--- src/rtl/ptt_pkg.sv ---
// ----------------------------------------------------------------------------
// ptt_pkg
// Shared types and constants for the periodic timer table: item kinds,
// controller states, command and status bundles between control and datapath.
// ----------------------------------------------------------------------------
package ptt_pkg;

    // Default table depth
    localparam int TIMERS_DEF = 16;

    // Field widths
    localparam int KIND_W     = 2;
    localparam int TIME_W     = 64;
    localparam int SERVICE_W  = 16;
    localparam int INTERVAL_W = 31;
    localparam int TIMEOUT_W  = 32;

    // Packed stream widths (zero-filled to whole bytes)
    localparam int S_DATA_W = 112;  // now, service, interval = 111 bits
    localparam int M_DATA_W = 56;   // status, timeout, fired, service = 50 bits

    // Item kinds; the fourth code is ignored
    localparam logic [KIND_W-1:0] KIND_REGISTER = 2'd0;
    localparam logic [KIND_W-1:0] KIND_QUERY    = 2'd1;
    localparam logic [KIND_W-1:0] KIND_DISPATCH = 2'd2;

    // Query answers
    localparam logic [TIMEOUT_W-1:0] TIMEOUT_MAX  = 32'h7FFF_FFFF;
    localparam logic [TIMEOUT_W-1:0] TIMEOUT_NONE = 32'hFFFF_FFFF;

    // Controller states
    typedef enum logic [1:0] {
        ST_IDLE,
        ST_REG,
        ST_SCAN,
        ST_FLUSH
    } ptt_state_t;

    // Output register load select
    typedef enum logic [1:0] {
        OUT_NONE,   // keep output register
        OUT_REG,    // answer a register request
        OUT_PUSH,   // emit the held fired entry, more may follow
        OUT_FINAL   // emit the closing result of a query or dispatch
    } ptt_out_sel_t;

    // Commands from controller to datapath
    typedef struct packed {
        logic         latch;       // capture the accepted request
        logic         rd_en;       // read the entry at rd_addr
        logic         scan_step;   // consume the entry held in the read registers
        logic         scan_first;  // that entry is entry zero
        logic         wr_reg;      // append a new timer
        ptt_out_sel_t out_sel;
    } ptt_cmd_t;

    // Status from datapath to controller
    typedef struct packed {
        logic              out_free;    // output register can take a result
        logic              due_hit;     // entry in the read registers is due
        logic              pend_valid;  // a fired entry is held back
        logic [KIND_W-1:0] kind;        // kind of the request in work
    } ptt_status_t;

endpackage

--- src/rtl/ptt_ctrl.sv ---
// ----------------------------------------------------------------------------
// ptt_ctrl
// Controller: accepts requests, walks the table one entry per cycle for
// queries and dispatches unless a dispatch stalls, and sequences the result loads.
// ----------------------------------------------------------------------------
module ptt_ctrl #(
    parameter int TIMERS = ptt_pkg::TIMERS_DEF,
    parameter int IW     = (TIMERS > 1) ? $clog2(TIMERS) : 1,
    parameter int CW     = $clog2(TIMERS + 1)
) (
    input  logic                       aclk,
    input  logic                       aresetn,
    input  logic                       in_valid,
    input  logic [ptt_pkg::KIND_W-1:0] in_kind,
    output logic                       in_ready,
    input  logic [CW-1:0]              count,
    input  ptt_pkg::ptt_status_t       stat,
    output ptt_pkg::ptt_cmd_t          cmd,
    output logic [IW-1:0]              rd_addr,
    output logic [IW-1:0]              wr_addr
);
    import ptt_pkg::*;

    ptt_state_t    state_reg, state_next;
    logic [IW-1:0] idx_reg, idx_next;
    logic          last_entry;
    logic          fire_now;

    // Hold state and scan index
    always_ff @(posedge aclk) begin
        if (!aresetn) begin
            state_reg <= ST_IDLE;
            idx_reg   <= '0;
        end else begin
            state_reg <= state_next;
            idx_reg   <= idx_next;
        end
    end

    assign last_entry = ((CW'(idx_reg) + CW'(1)) == count);
    assign fire_now   = (stat.kind == KIND_DISPATCH) && stat.due_hit;
    assign wr_addr    = idx_reg;

    // Next state and commands
    always_comb begin
        state_next     = state_reg;
        idx_next       = idx_reg;
        in_ready       = 1'b0;
        rd_addr        = '0;
        cmd.latch      = 1'b0;
        cmd.rd_en      = 1'b0;
        cmd.scan_step  = 1'b0;
        cmd.scan_first = 1'b0;
        cmd.wr_reg     = 1'b0;
        cmd.out_sel    = OUT_NONE;
        case (state_reg)
            ST_IDLE: begin
                in_ready = 1'b1;
                if (in_valid) begin
                    cmd.latch = 1'b1;
                    case (in_kind)
                        KIND_REGISTER: state_next = ST_REG;
                        KIND_QUERY, KIND_DISPATCH: begin
                            if (count == '0) begin
                                state_next = ST_FLUSH;
                            end else begin
                                cmd.rd_en  = 1'b1;
                                idx_next   = '0;
                                state_next = ST_SCAN;
                            end
                        end
                        default: state_next = ST_IDLE;
                    endcase
                end
            end
            ST_REG: begin
                if (stat.out_free) begin
                    cmd.wr_reg  = 1'b1;
                    cmd.out_sel = OUT_REG;
                    state_next  = ST_IDLE;
                end
            end
            ST_SCAN: begin
                // Stall only when a second fired entry meets a full output
                if (!(fire_now && stat.pend_valid && !stat.out_free)) begin
                    cmd.scan_step  = 1'b1;
                    cmd.scan_first = (idx_reg == '0);
                    if (fire_now && stat.pend_valid) begin
                        cmd.out_sel = OUT_PUSH;
                    end
                    if (last_entry) begin
                        state_next = ST_FLUSH;
                    end else begin
                        cmd.rd_en = 1'b1;
                        rd_addr   = idx_reg + IW'(1);
                        idx_next  = idx_reg + IW'(1);
                    end
                end
            end
            ST_FLUSH: begin
                if (stat.out_free) begin
                    cmd.out_sel = OUT_FINAL;
                    state_next  = ST_IDLE;
                end
            end
            default: state_next = ST_IDLE;
        endcase
    end

endmodule

--- src/rtl/ptt_dpath.sv ---
// ----------------------------------------------------------------------------
// ptt_dpath
// Datapath: timer memories, request registers, running minimum, held fired
// entry and the result register.
// ----------------------------------------------------------------------------
module ptt_dpath #(
    parameter int TIMERS = ptt_pkg::TIMERS_DEF,
    parameter int IW     = (TIMERS > 1) ? $clog2(TIMERS) : 1,
    parameter int CW     = $clog2(TIMERS + 1)
) (
    input  logic                           aclk,
    input  logic                           aresetn,
    input  logic [ptt_pkg::KIND_W-1:0]     in_kind,
    input  logic [ptt_pkg::TIME_W-1:0]     in_now,
    input  logic [ptt_pkg::SERVICE_W-1:0]  in_service,
    input  logic [ptt_pkg::INTERVAL_W-1:0] in_interval,
    input  ptt_pkg::ptt_cmd_t              cmd,
    input  logic [IW-1:0]                  rd_addr,
    input  logic [IW-1:0]                  wr_addr,
    output ptt_pkg::ptt_status_t           stat,
    output logic [CW-1:0]                  count,
    input  logic                           out_ready,
    output logic                           out_valid,
    output logic                           out_status,
    output logic [ptt_pkg::TIMEOUT_W-1:0]  out_timeout,
    output logic                           out_fired,
    output logic [ptt_pkg::SERVICE_W-1:0]  out_service,
    output logic                           out_last
);
    import ptt_pkg::*;

    // Timer memories
    logic [SERVICE_W-1:0]  mem_service  [TIMERS];
    logic [INTERVAL_W-1:0] mem_interval [TIMERS];
    logic [TIME_W-1:0]     mem_due      [TIMERS];

    // Read data registers
    logic [SERVICE_W-1:0]  rd_service_reg;
    logic [INTERVAL_W-1:0] rd_interval_reg;
    logic [TIME_W-1:0]     rd_due_reg;

    // Request registers
    logic [KIND_W-1:0]     kind_reg;
    logic [TIME_W-1:0]     now_reg;
    logic [SERVICE_W-1:0]  service_reg;
    logic [INTERVAL_W-1:0] interval_reg;

    // Table state
    logic [CW-1:0]         count_reg;
    logic [TIME_W-1:0]     last_time_reg;
    logic [TIME_W-1:0]     best_reg;
    logic                  pend_valid_reg;
    logic [SERVICE_W-1:0]  pend_service_reg;

    // Result register
    logic                  out_valid_reg;
    logic                  out_status_reg;
    logic [TIMEOUT_W-1:0]  out_timeout_reg;
    logic                  out_fired_reg;
    logic [SERVICE_W-1:0]  out_service_reg;
    logic                  out_last_reg;

    logic                  table_full;
    logic                  due_hit;
    logic                  out_free;
    logic                  due_wr_en;
    logic [IW-1:0]         due_wr_addr;
    logic [TIME_W-1:0]     due_wr_data;
    logic [TIME_W:0]       wait_diff;
    logic [TIMEOUT_W-1:0]  wait_ms;

    assign table_full = (count_reg == CW'(TIMERS));
    assign due_hit    = (rd_due_reg <= now_reg);
    assign out_free   = !out_valid_reg || out_ready;

    assign stat.out_free   = out_free;
    assign stat.due_hit    = due_hit;
    assign stat.pend_valid = pend_valid_reg;
    assign stat.kind       = kind_reg;
    assign count           = count_reg;

    // Capture the request
    always_ff @(posedge aclk) begin
        if (cmd.latch) begin
            kind_reg     <= in_kind;
            now_reg      <= in_now;
            service_reg  <= in_service;
            interval_reg <= in_interval;
        end
    end

    // Count and last seen time
    always_ff @(posedge aclk) begin
        if (!aresetn) begin
            count_reg     <= '0;
            last_time_reg <= '0;
        end else begin
            if (cmd.latch && (in_kind == KIND_QUERY || in_kind == KIND_DISPATCH)) begin
                last_time_reg <= in_now;
            end
            if (cmd.wr_reg && !table_full) begin
                count_reg <= count_reg + CW'(1);
            end
        end
    end

    // Append service and interval
    always_ff @(posedge aclk) begin
        if (cmd.wr_reg && !table_full) begin
            mem_service[count_reg[IW-1:0]]  <= service_reg;
            mem_interval[count_reg[IW-1:0]] <= interval_reg;
        end
    end

    // Due time write: new timer or advance of a fired one
    always_comb begin
        due_wr_en   = 1'b0;
        due_wr_addr = wr_addr;
        due_wr_data = rd_due_reg + {{(TIME_W-INTERVAL_W){1'b0}}, rd_interval_reg};
        if (cmd.wr_reg && !table_full) begin
            due_wr_en   = 1'b1;
            due_wr_addr = count_reg[IW-1:0];
            due_wr_data = last_time_reg + {{(TIME_W-INTERVAL_W){1'b0}}, interval_reg};
        end else if (cmd.scan_step && kind_reg == KIND_DISPATCH && due_hit) begin
            due_wr_en = 1'b1;
        end
    end

    always_ff @(posedge aclk) begin
        if (due_wr_en) begin
            mem_due[due_wr_addr] <= due_wr_data;
        end
    end

    // Registered entry read
    always_ff @(posedge aclk) begin
        if (cmd.rd_en) begin
            rd_service_reg  <= mem_service[rd_addr];
            rd_interval_reg <= mem_interval[rd_addr];
            rd_due_reg      <= mem_due[rd_addr];
        end
    end

    // Running minimum of due times
    always_ff @(posedge aclk) begin
        if (cmd.scan_step && (cmd.scan_first || rd_due_reg < best_reg)) begin
            best_reg <= rd_due_reg;
        end
    end

    // Hold back the latest fired entry until the next one or the end
    always_ff @(posedge aclk) begin
        if (!aresetn) begin
            pend_valid_reg <= 1'b0;
        end else if (cmd.out_sel == OUT_FINAL) begin
            pend_valid_reg <= 1'b0;
        end else if (cmd.scan_step && kind_reg == KIND_DISPATCH && due_hit) begin
            pend_valid_reg <= 1'b1;
        end
    end

    always_ff @(posedge aclk) begin
        if (cmd.scan_step && kind_reg == KIND_DISPATCH && due_hit) begin
            pend_service_reg <= rd_service_reg;
        end
    end

    // Time to the earliest due entry, clamped to zero and saturated
    assign wait_diff = {1'b0, best_reg} - {1'b0, now_reg};
    always_comb begin
        if (wait_diff[TIME_W]) begin
            wait_ms = '0;
        end else if (wait_diff[TIME_W-1:TIMEOUT_W-1] != '0) begin
            wait_ms = TIMEOUT_MAX;
        end else begin
            wait_ms = {1'b0, wait_diff[TIMEOUT_W-2:0]};
        end
    end

    // Result valid
    always_ff @(posedge aclk) begin
        if (!aresetn) begin
            out_valid_reg <= 1'b0;
        end else if (cmd.out_sel != OUT_NONE) begin
            out_valid_reg <= 1'b1;
        end else if (out_ready) begin
            out_valid_reg <= 1'b0;
        end
    end

    // Result payload
    always_ff @(posedge aclk) begin
        case (cmd.out_sel)
            OUT_REG: begin
                out_status_reg  <= table_full;
                out_timeout_reg <= '0;
                out_fired_reg   <= 1'b0;
                out_service_reg <= '0;
                out_last_reg    <= 1'b1;
            end
            OUT_PUSH: begin
                out_status_reg  <= 1'b0;
                out_timeout_reg <= '0;
                out_fired_reg   <= 1'b1;
                out_service_reg <= pend_service_reg;
                out_last_reg    <= 1'b0;
            end
            OUT_FINAL: begin
                out_status_reg <= 1'b0;
                out_last_reg   <= 1'b1;
                if (kind_reg == KIND_QUERY) begin
                    out_timeout_reg <= (count_reg == '0) ? TIMEOUT_NONE : wait_ms;
                    out_fired_reg   <= 1'b0;
                    out_service_reg <= '0;
                end else begin
                    out_timeout_reg <= '0;
                    out_fired_reg   <= pend_valid_reg;
                    out_service_reg <= pend_valid_reg ? pend_service_reg : '0;
                end
            end
            default: begin
                out_status_reg <= out_status_reg;
            end
        endcase
    end

    assign out_valid   = out_valid_reg;
    assign out_status  = out_status_reg;
    assign out_timeout = out_timeout_reg;
    assign out_fired   = out_fired_reg;
    assign out_service = out_service_reg;
    assign out_last    = out_last_reg;

`ifndef SYNTHESIS
    a_count_bound: assert property (@(posedge aclk) disable iff (!aresetn)
        count_reg <= CW'(TIMERS))
        else $error("timer count above table depth");

    a_no_overwrite: assert property (@(posedge aclk) disable iff (!aresetn)
        (out_valid_reg && !out_ready) |-> (cmd.out_sel == OUT_NONE))
        else $error("result register loaded while a result waits");

    a_push_needs_pend: assert property (@(posedge aclk) disable iff (!aresetn)
        (cmd.out_sel == OUT_PUSH) |-> pend_valid_reg)
        else $error("fired result pushed with nothing held");

    a_append_counts: assert property (@(posedge aclk) disable iff (!aresetn)
        (cmd.wr_reg && !table_full) |=> (count_reg == $past(count_reg) + CW'(1)))
        else $error("append did not advance the count");
`endif

endmodule

--- src/rtl/periodic_timer_table_unit.sv ---
// A new request is taken only in idle, once the previous one has loaded its final result.
// The table walk reads one entry per cycle from the timer memories while it does not stall.
// A dispatch waits whenever a second due entry meets a result not yet taken.
// Reset clears the count, last seen time and control; timer memories are not
// cleared, so no clearing pass runs after reset.
// ----------------------------------------------------------------------------
// periodic_timer_table_unit
// Table of periodic timers: register, query next timeout, dispatch due timers.
// ----------------------------------------------------------------------------
module periodic_timer_table_unit #(
    parameter int TIMERS = ptt_pkg::TIMERS_DEF
) (
    input  logic                          aclk,
    input  logic                          aresetn,
    input  logic                          s_tvalid,
    output logic                          s_tready,
    input  logic [ptt_pkg::S_DATA_W-1:0]  s_tdata,  // now_ms, service_id, interval_ms
    input  logic [ptt_pkg::KIND_W-1:0]    s_tuser,  // kind
    output logic                          m_tvalid,
    input  logic                          m_tready,
    output logic [ptt_pkg::M_DATA_W-1:0]  m_tdata,  // status, timeout_ms, fired, fired_service
    output logic                          m_tlast   // last
);
    import ptt_pkg::*;

    localparam int IW = (TIMERS > 1) ? $clog2(TIMERS) : 1;
    localparam int CW = $clog2(TIMERS + 1);

    ptt_cmd_t             cmd;
    ptt_status_t          stat;
    logic [IW-1:0]        rd_addr;
    logic [IW-1:0]        wr_addr;
    logic [CW-1:0]        count;
    logic                 out_status;
    logic [TIMEOUT_W-1:0] out_timeout;
    logic                 out_fired;
    logic [SERVICE_W-1:0] out_service;

    ptt_ctrl #(
        .TIMERS (TIMERS),
        .IW     (IW),
        .CW     (CW)
    ) u_ctrl (
        .aclk     (aclk),
        .aresetn  (aresetn),
        .in_valid (s_tvalid),
        .in_kind  (s_tuser),
        .in_ready (s_tready),
        .count    (count),
        .stat     (stat),
        .cmd      (cmd),
        .rd_addr  (rd_addr),
        .wr_addr  (wr_addr)
    );

    ptt_dpath #(
        .TIMERS (TIMERS),
        .IW     (IW),
        .CW     (CW)
    ) u_dpath (
        .aclk        (aclk),
        .aresetn     (aresetn),
        .in_kind     (s_tuser),
        .in_now      (s_tdata[TIME_W-1:0]),
        .in_service  (s_tdata[TIME_W+SERVICE_W-1:TIME_W]),
        .in_interval (s_tdata[TIME_W+SERVICE_W+INTERVAL_W-1:TIME_W+SERVICE_W]),
        .cmd         (cmd),
        .rd_addr     (rd_addr),
        .wr_addr     (wr_addr),
        .stat        (stat),
        .count       (count),
        .out_ready   (m_tready),
        .out_valid   (m_tvalid),
        .out_status  (out_status),
        .out_timeout (out_timeout),
        .out_fired   (out_fired),
        .out_service (out_service),
        .out_last    (m_tlast)
    );

    // Pack the result, zero fill to the byte boundary
    assign m_tdata = {6'd0, out_service, out_fired, out_timeout, out_status};

endmodule

--- config.mk ---
export PLATFORM = sky130hd
export DESIGN_NAME = periodic_timer_table_unit
export DESIGN_NICKNAME = d
export VERILOG_FILES = /design/src/rtl/ptt_pkg.sv /design/src/rtl/ptt_ctrl.sv /design/src/rtl/ptt_dpath.sv /design/src/rtl/periodic_timer_table_unit.sv
export SDC_FILE = /design/constraint.sdc
export NUM_CORES = 2
export LEC_CHECK = 0
export BUFFER_PORTS_ARGS = -buffer_cell sky130_fd_sc_hd__buf_2
export CAP_MARGIN = 20
export CORE_MARGIN = 5
export CORE_UTILIZATION = 35
export DETAILED_ROUTE_END_ITERATION = 8
export PLACE_DENSITY = 0.56
export SYNTH_ARGS = -nofsm -noshare
export SYNTH_HDL_FRONTEND = slang
export SYNTH_SLANG_ARGS = --single-unit
--- constraint.sdc ---
create_clock -name aclk -period 16.8 [get_ports aclk]
set_input_delay 3.36 -clock aclk [delete_from_list [all_inputs] [get_ports aclk]]
set_output_delay 3.36 -clock aclk [all_outputs]
set_load 0.005 [all_outputs]
# Word-level counts from Yosys, hierarchy flattened
# Memory sizes are Yosys's and may differ from the RTL's. A register that Yosys moved wholly into a read port is not among the register bits.
# Index checks and enable logic that the tools add are counted.
totals:
  register_bits: 321
  ram_bits: 1776
  inputBits: 118
  out_inout_bits: 59
  word_cells: 135
  mem_count: 3
memory_table:
  columns: ["name", "words", "word_bits", "read_ports", "rd_ports_with_merged_regs", "write_ports", "line_no", "text"]
  rows:
  - ["u_dpath.mem_due", 16, 64, 1, 1, 1, "ptt_dpath.sv:35", "logic [TIME_W-1:0] mem_due [TIMERS];"]
  - ["u_dpath.mem_interval", 16, 31, 1, 1, 1, "ptt_dpath.sv:34", "logic [INTERVAL_W-1:0] mem_interval [TIMERS];"]
  - ["u_dpath.mem_service", 16, 16, 1, 1, 1, "ptt_dpath.sv:33", "logic [SERVICE_W-1:0] mem_service [TIMERS];"]
classes:
  add_sub_neg: 6
  magnitude_cmp: 2
  eq_ne: 19
  mux: 53
  n_bitwise: 1
  n_reduce_logical: 34
ops:
  columns: ["operator", "n"]
  rows:
  - ["64-bit by 31-bit adder with 64-bit output", 2]
  - ["32-bit two-way mux", 3]
  - ["64-bit by 64-bit subtractor with 65-bit output", 1]
  - ["64-bit <= comparator", 1]
  - ["64-bit < comparator", 1]
  - ["64-bit two-way mux", 1]
  - ["32-bit case mux with 2 select lines", 1]
  - ["16-bit case mux with 3 select lines", 1]
  - ["4-bit two-way mux", 9]
  - ["33-bit nonzero test", 1]
  - ["16-bit two-way mux", 2]
  - ["31-bit two-way mux", 1]
  - ["2-bit two-way mux", 9]
  - ["1-bit two-way mux", 16]
  - ["2-bit == test, second input constant", 6]
  - ["2-bit case mux with 3 select lines", 2]
  - ["2-bit nonzero test", 6]
  - ["2-bit OR reduction", 6]
  - ["2-bit != test, second input constant", 5]
  - ["2-bit by 1-bit == test with 1-bit output, second input constant", 4]
  - ["1-bit logical AND", 8]
  - ["4-bit case mux with 2 select lines", 1]
  - ["3-bit two-way mux", 2]
  - ["1-bit case mux with 2 select lines", 3]
  - ["17 further kinds", 23]

# Longest topological paths before layout
logic_depth:
  word_depth: 12
  depth_mapped: 16
  depth_no_buf: 13

# Hierarchy
# From an unflattened synthesis, not the netlist that was laid out.
unflattened:
  hier_cells: 5197
  area_unflattened_um2: 93728.6
modules_own_cells:
  columns: ["mod", "instances", "cells_each", "area_per_inst_um2", "seq_area_each_um2"]
  rows:
  - ["ptt_dpath", 1, 5112, 93036.7, 65412.7]
  - ["ptt_ctrl", 1, 76, 628.1, 120.1]
  - ["periodic_timer_table_unit", 1, 9, 63.8, 0.0]

# Worst setup path after synthesis
# No wires, ideal clock.
synth_timing:
  path_kind: "input to register"
  from: "input port s_tvalid"
  to: "register u_dpath.rd_due_reg[0], read port of u_dpath.mem_due (enable)"
  arrival_ns: 14.617
  required_time_ns: 16.336
  slack_ns: 1.719
  stages: 4
  path_cell_list: "nor3b_1 and2_1 a21oi_1 inv_1"
synth_rtl:
  columns: ["element", "line_no", "text"]
  rows:
  - ["start: declaration", "periodic_timer_table_unit.sv:15", "input logic s_tvalid,"]
  - ["end: declaration", "ptt_dpath.sv:40", "logic [TIME_W-1:0] rd_due_reg;"]

# Worst setup path in the final report
layout_timing:
  from: "input port m_tready"
  to: "register u_dpath.rd_interval_reg[15], read port of u_dpath.mem_interval (data pin)"
layout_via:
  elab_chain_len: 5
  word_cells_on_any_way: 7
  classes_between: "mux: 4; reduce/logical: 3"
layout_rtl:
  columns: ["element", "line_no", "text"]
  rows:
  - ["start: declaration", "periodic_timer_table_unit.sv:20", "input logic m_tready,"]
  - ["1-bit logical OR *", "ptt_dpath.sv:74", "assign out_free = !out_valid_reg || out_ready;"]
  - ["1-bit logical NOT *", "ptt_ctrl.sv:85", "if (!(fire_now && stat.pend_valid && !stat.out_free)) begin"]
  - ["1-bit logical AND *", "ptt_ctrl.sv:85", null]
  - ["3-bit two-way mux / 4-bit two-way mux (equally long branches)", "ptt_ctrl.sv:85", null]
  - ["1-bit case mux with 2 select lines / 4-bit two-way mux (equally long branches)", "ptt_ctrl.sv:56", "case (state_reg)"]
  - ["end: declaration", "ptt_dpath.sv:39", "logic [INTERVAL_W-1:0] rd_interval_reg;"]
# Mark *: on every way between the ends. The rest lies on a longest branch, timed or not.
# A chain may end at the register's enable or synchronous reset.

==> impl_results.md <==
- Fin. Hold Viols: 0
- Setup TNS: 0 ns
- Placed Instances: 10361
- Buffers added on ports: 169
- I/O Pins: 177
- Die height: 531 µm
- Clock Path Buffers: 4
- Hold path start: u_dpath.rd_service_reg[4]
- Fin crit share: 43.0%
- DRC: 0
- PD cells: 127 nW/µm²
- Cell type with the largest total area after synthesis: edfxtp_1
- Clock root cell: clkbuf_16
- Drt wl/cell: 27.7 µm
- Gr ovfl total: 0
- Top_reg_cell synth: edfxtp_1
- Fin. max-slew vios: 0
- Core ar.: 271000 µm²
- Via count: 62931
- Clock period minus worst slack: 7.22 ns
- Sequential power share: 49.1%
- Register area: 65500 µm²
- CTS H-tree lvls: 4
- Number of enable flip-flop cells after synthesis: 2131
- PostCTS Resize Cnt: 0
- Unrepaired setup endpoints after global routing: false
- Critical Path Start Type: input port
- Total track usage: 20.4%
- Layout fillers: 25107
- Hold_buf cts: 0
- Worst Path Max Fanout: 131
- Worst Max-Slew Pin Slew: 1.30 ns
- Mapped Avg Cell Area: 13.7 µm²
- Setup Fix Bufs, Post-CTS: 0
- First-pass GRT wire length: 424000 µm
- Worst EP arrival: 7.85 ns
- Post-DP HPWL: 169000 µm
- Reg-to-reg slack, setup: 10.01 ns
- Layout cells sized above 1: 11.2%
- # clock sinks: 2208
- Area fraction of the dominant cell type after synthesis: 67.4%
- Layout Cells excl Fill: 10806
- Post-synth ARST share: 0%
- Critical setup path kind: in2reg
- Worst Setup End Kind: flip-flop
- Rel. slew slack: 13.5%
- Clock share of power: 36.7%
- Initial core utilization: 35.1%
- GPL Wtd Cong: 0.896
- Post-layout util: 39.7%
- Pin count of the biggest net entering global routing: 156
- Seq/Total Area, Yosys: 69.0%
- Synthesized area: 95000 µm²
- Worst-Skew Late Latency: 0.90 ns
- Worst Setup SP: m_tready
- Status: finished, final reports clean
- Post-Syn Instances: 6909
- CTS tree: built
- Area growth syn-to-layout: 13.1%
- Comb power frac: 14.2%
- Nets: 7424
- CTS clk-pin slew, worst paths: 0.07 ns
- Final WL: 299000 µm
- Die ar.: 282000 µm²
- Skew final: 0.0916 ns
- Max-cap viol count: 0
- FF-to-FF Start: u_dpath.rd_due_reg[52]
- Net Sw Power: 0.00363 W
- Yosys warns: 0
- Min-Delay Path Class: reg2reg
- Max reg flops: 1024
- FF+latch count, synth: 2208
- Final setup viols: 0
- Starting DRT DRC Count: 7292
- Biggest register: u_dpath.mem_due
- Fmax: 0.138 GHz
- Top cells by area, synth: edfxtp_1 (67%), ha_1 (3.4%), o221ai_1 (3.1%)
- Post-route ant nets: 0
- Multi-input logic area: 27200 µm²
- Vias in the first global route: 60584
- Switching Share: 26.7%
- Initial antenna violation count: 19
- Pre-antenna DRT Iters: 6
- # rows: 191
- Peak VDD IR: 88.6 µV
- Synth cell types: 101
- Worst path required time: 17.42 ns
- Pleak: 35.9 nW
- Int Pwr: 0.00999 W
- Vias per cell: 5.82
- Die W: 531 µm
- Num CTS Buffers: 225
-- power groups by stage --
stage	sequential, W	clock, W	combinational, W
after detailed placement	0.00681	0	0.00187
final	0.00669	0.00500	0.00193
after CTS	0.00669	0.00508	0.00188
after global routing	0.00670	0.00532	0.00208
after floorplan	0.00672	0	0.00120
after global placement	0.00680	0	0.00183
-- final cells by class --
cell class | instances | share of cell area, %
Multi-Input combinational cell | 4085 | 25.3
Clock inverter | 135 | 1.21
Clock buffer | 277 | 5.58
Tap cell | 3570 | 4.16
Antenna cell | 9 | 0.0210
Timing Repair Buffer | 339 | 2.09
Sequential cell | 2208 | 61.0
Inverter | 183 | 0.644
-- per-stage QoR --
step           setup slack, ns  instance area, µm²  total power [W]  hold slack [ns]
3_3_place_gp              8.75               99900          0.00863            0.439
5_1_grt                   9.54              107000           0.0141            0.449
4_1_cts                   9.68              107000           0.0137            0.436
3_5_place_dp              8.74               99900          0.00867            0.412
6_report                  9.58              107000           0.0136            0.445
2_1_floorplan             1.72               95000          0.00792            0.400
-- Yosys cell counts (44+ instances only) --
library cell     n
and3_1          44
a21o_1         195
o21ai_0        215
dfxtp_1         77
nand3_1         51
inv_1          181
clkbuf_1       235
xor2_1          97
nand2_1        525
nand4_1         68
edfxtp_1      2131
nor3_1          52
o221ai_1       333
o22ai_1        334
a211oi_1       125
ha_1           261
a21boi_0        73
buf_2          144
and2_1          45
xnor2_1         58
a21oi_1        540
nor2b_1        135
nor2_1         375
a31oi_1        133
-- metal layers --
layer  wire length (µm)  track usage, %
met2             136000            32.2
met3              25100            3.18
met4               9730            6.63
met5                 76               0
met1             128000            28.9
-- path summary, 6_finish.rpt --
| path | endpoint | depth (start not counted) |
|---|---|---|
| setup / recovery | u_dpath.rd_interval_reg[15] | 9 |
| hold / removal | u_dpath.pend_service_reg[4] | 0 |
| setup reg to reg | u_dpath.rd_interval_reg[15] | 12 |
| hold reg to reg | u_dpath.pend_service_reg[4] | 0 |
-- critical path, stage by stage --
cell     delay, ns
buf_2         0.19
nor2b_1       0.21
and2_1        0.35
and3_4        0.71
buf_12        0.67
or3_4         0.67
buf_4         0.91
o21ai_0       0.39
a21o_1        0.26
-- cells by family after synthesis --
| kind of cell | Yosys count | share of synthesized area (%) |
|---|---|---|
| compound gates | 2209 | 15.9 |
| flops | 2208 | 69.0 |
| simple gates | 1412 | 6.94 |
| buf+inv | 621 | 2.85 |
| fa+ha+maj | 264 | 3.50 |
| xor+xnor | 156 | 1.45 |
| mux | 38 | 0.404 |
| other cells | 1 | 0.00395 |
-- placed cells by master (no fill, tap or decap), types with 77 or more instances in the layout --
cell type / netlist / layout
a31oi_1: 133 / 131
a21oi_1: 540 / 539
o221ai_1: 333 / 333
o22ai_1: 334 / 334
nor2b_1: 135 / 135
a21o_1: 195 / 195
buf_2: 144 / 169
clkbuf_16: 0 / 230
dfxtp_1: 77 / 77
xor2_1: 97 / 97
inv_1: 181 / 180
a211oi_1: 125 / 124
ha_1: 261 / 261
nor2_1: 375 / 345
o21ai_0: 215 / 214
buf_4: 22 / 159
nand2_1: 525 / 520
edfxtp_1: 2131 / 2131
Power figures use the tool's default switching activity.
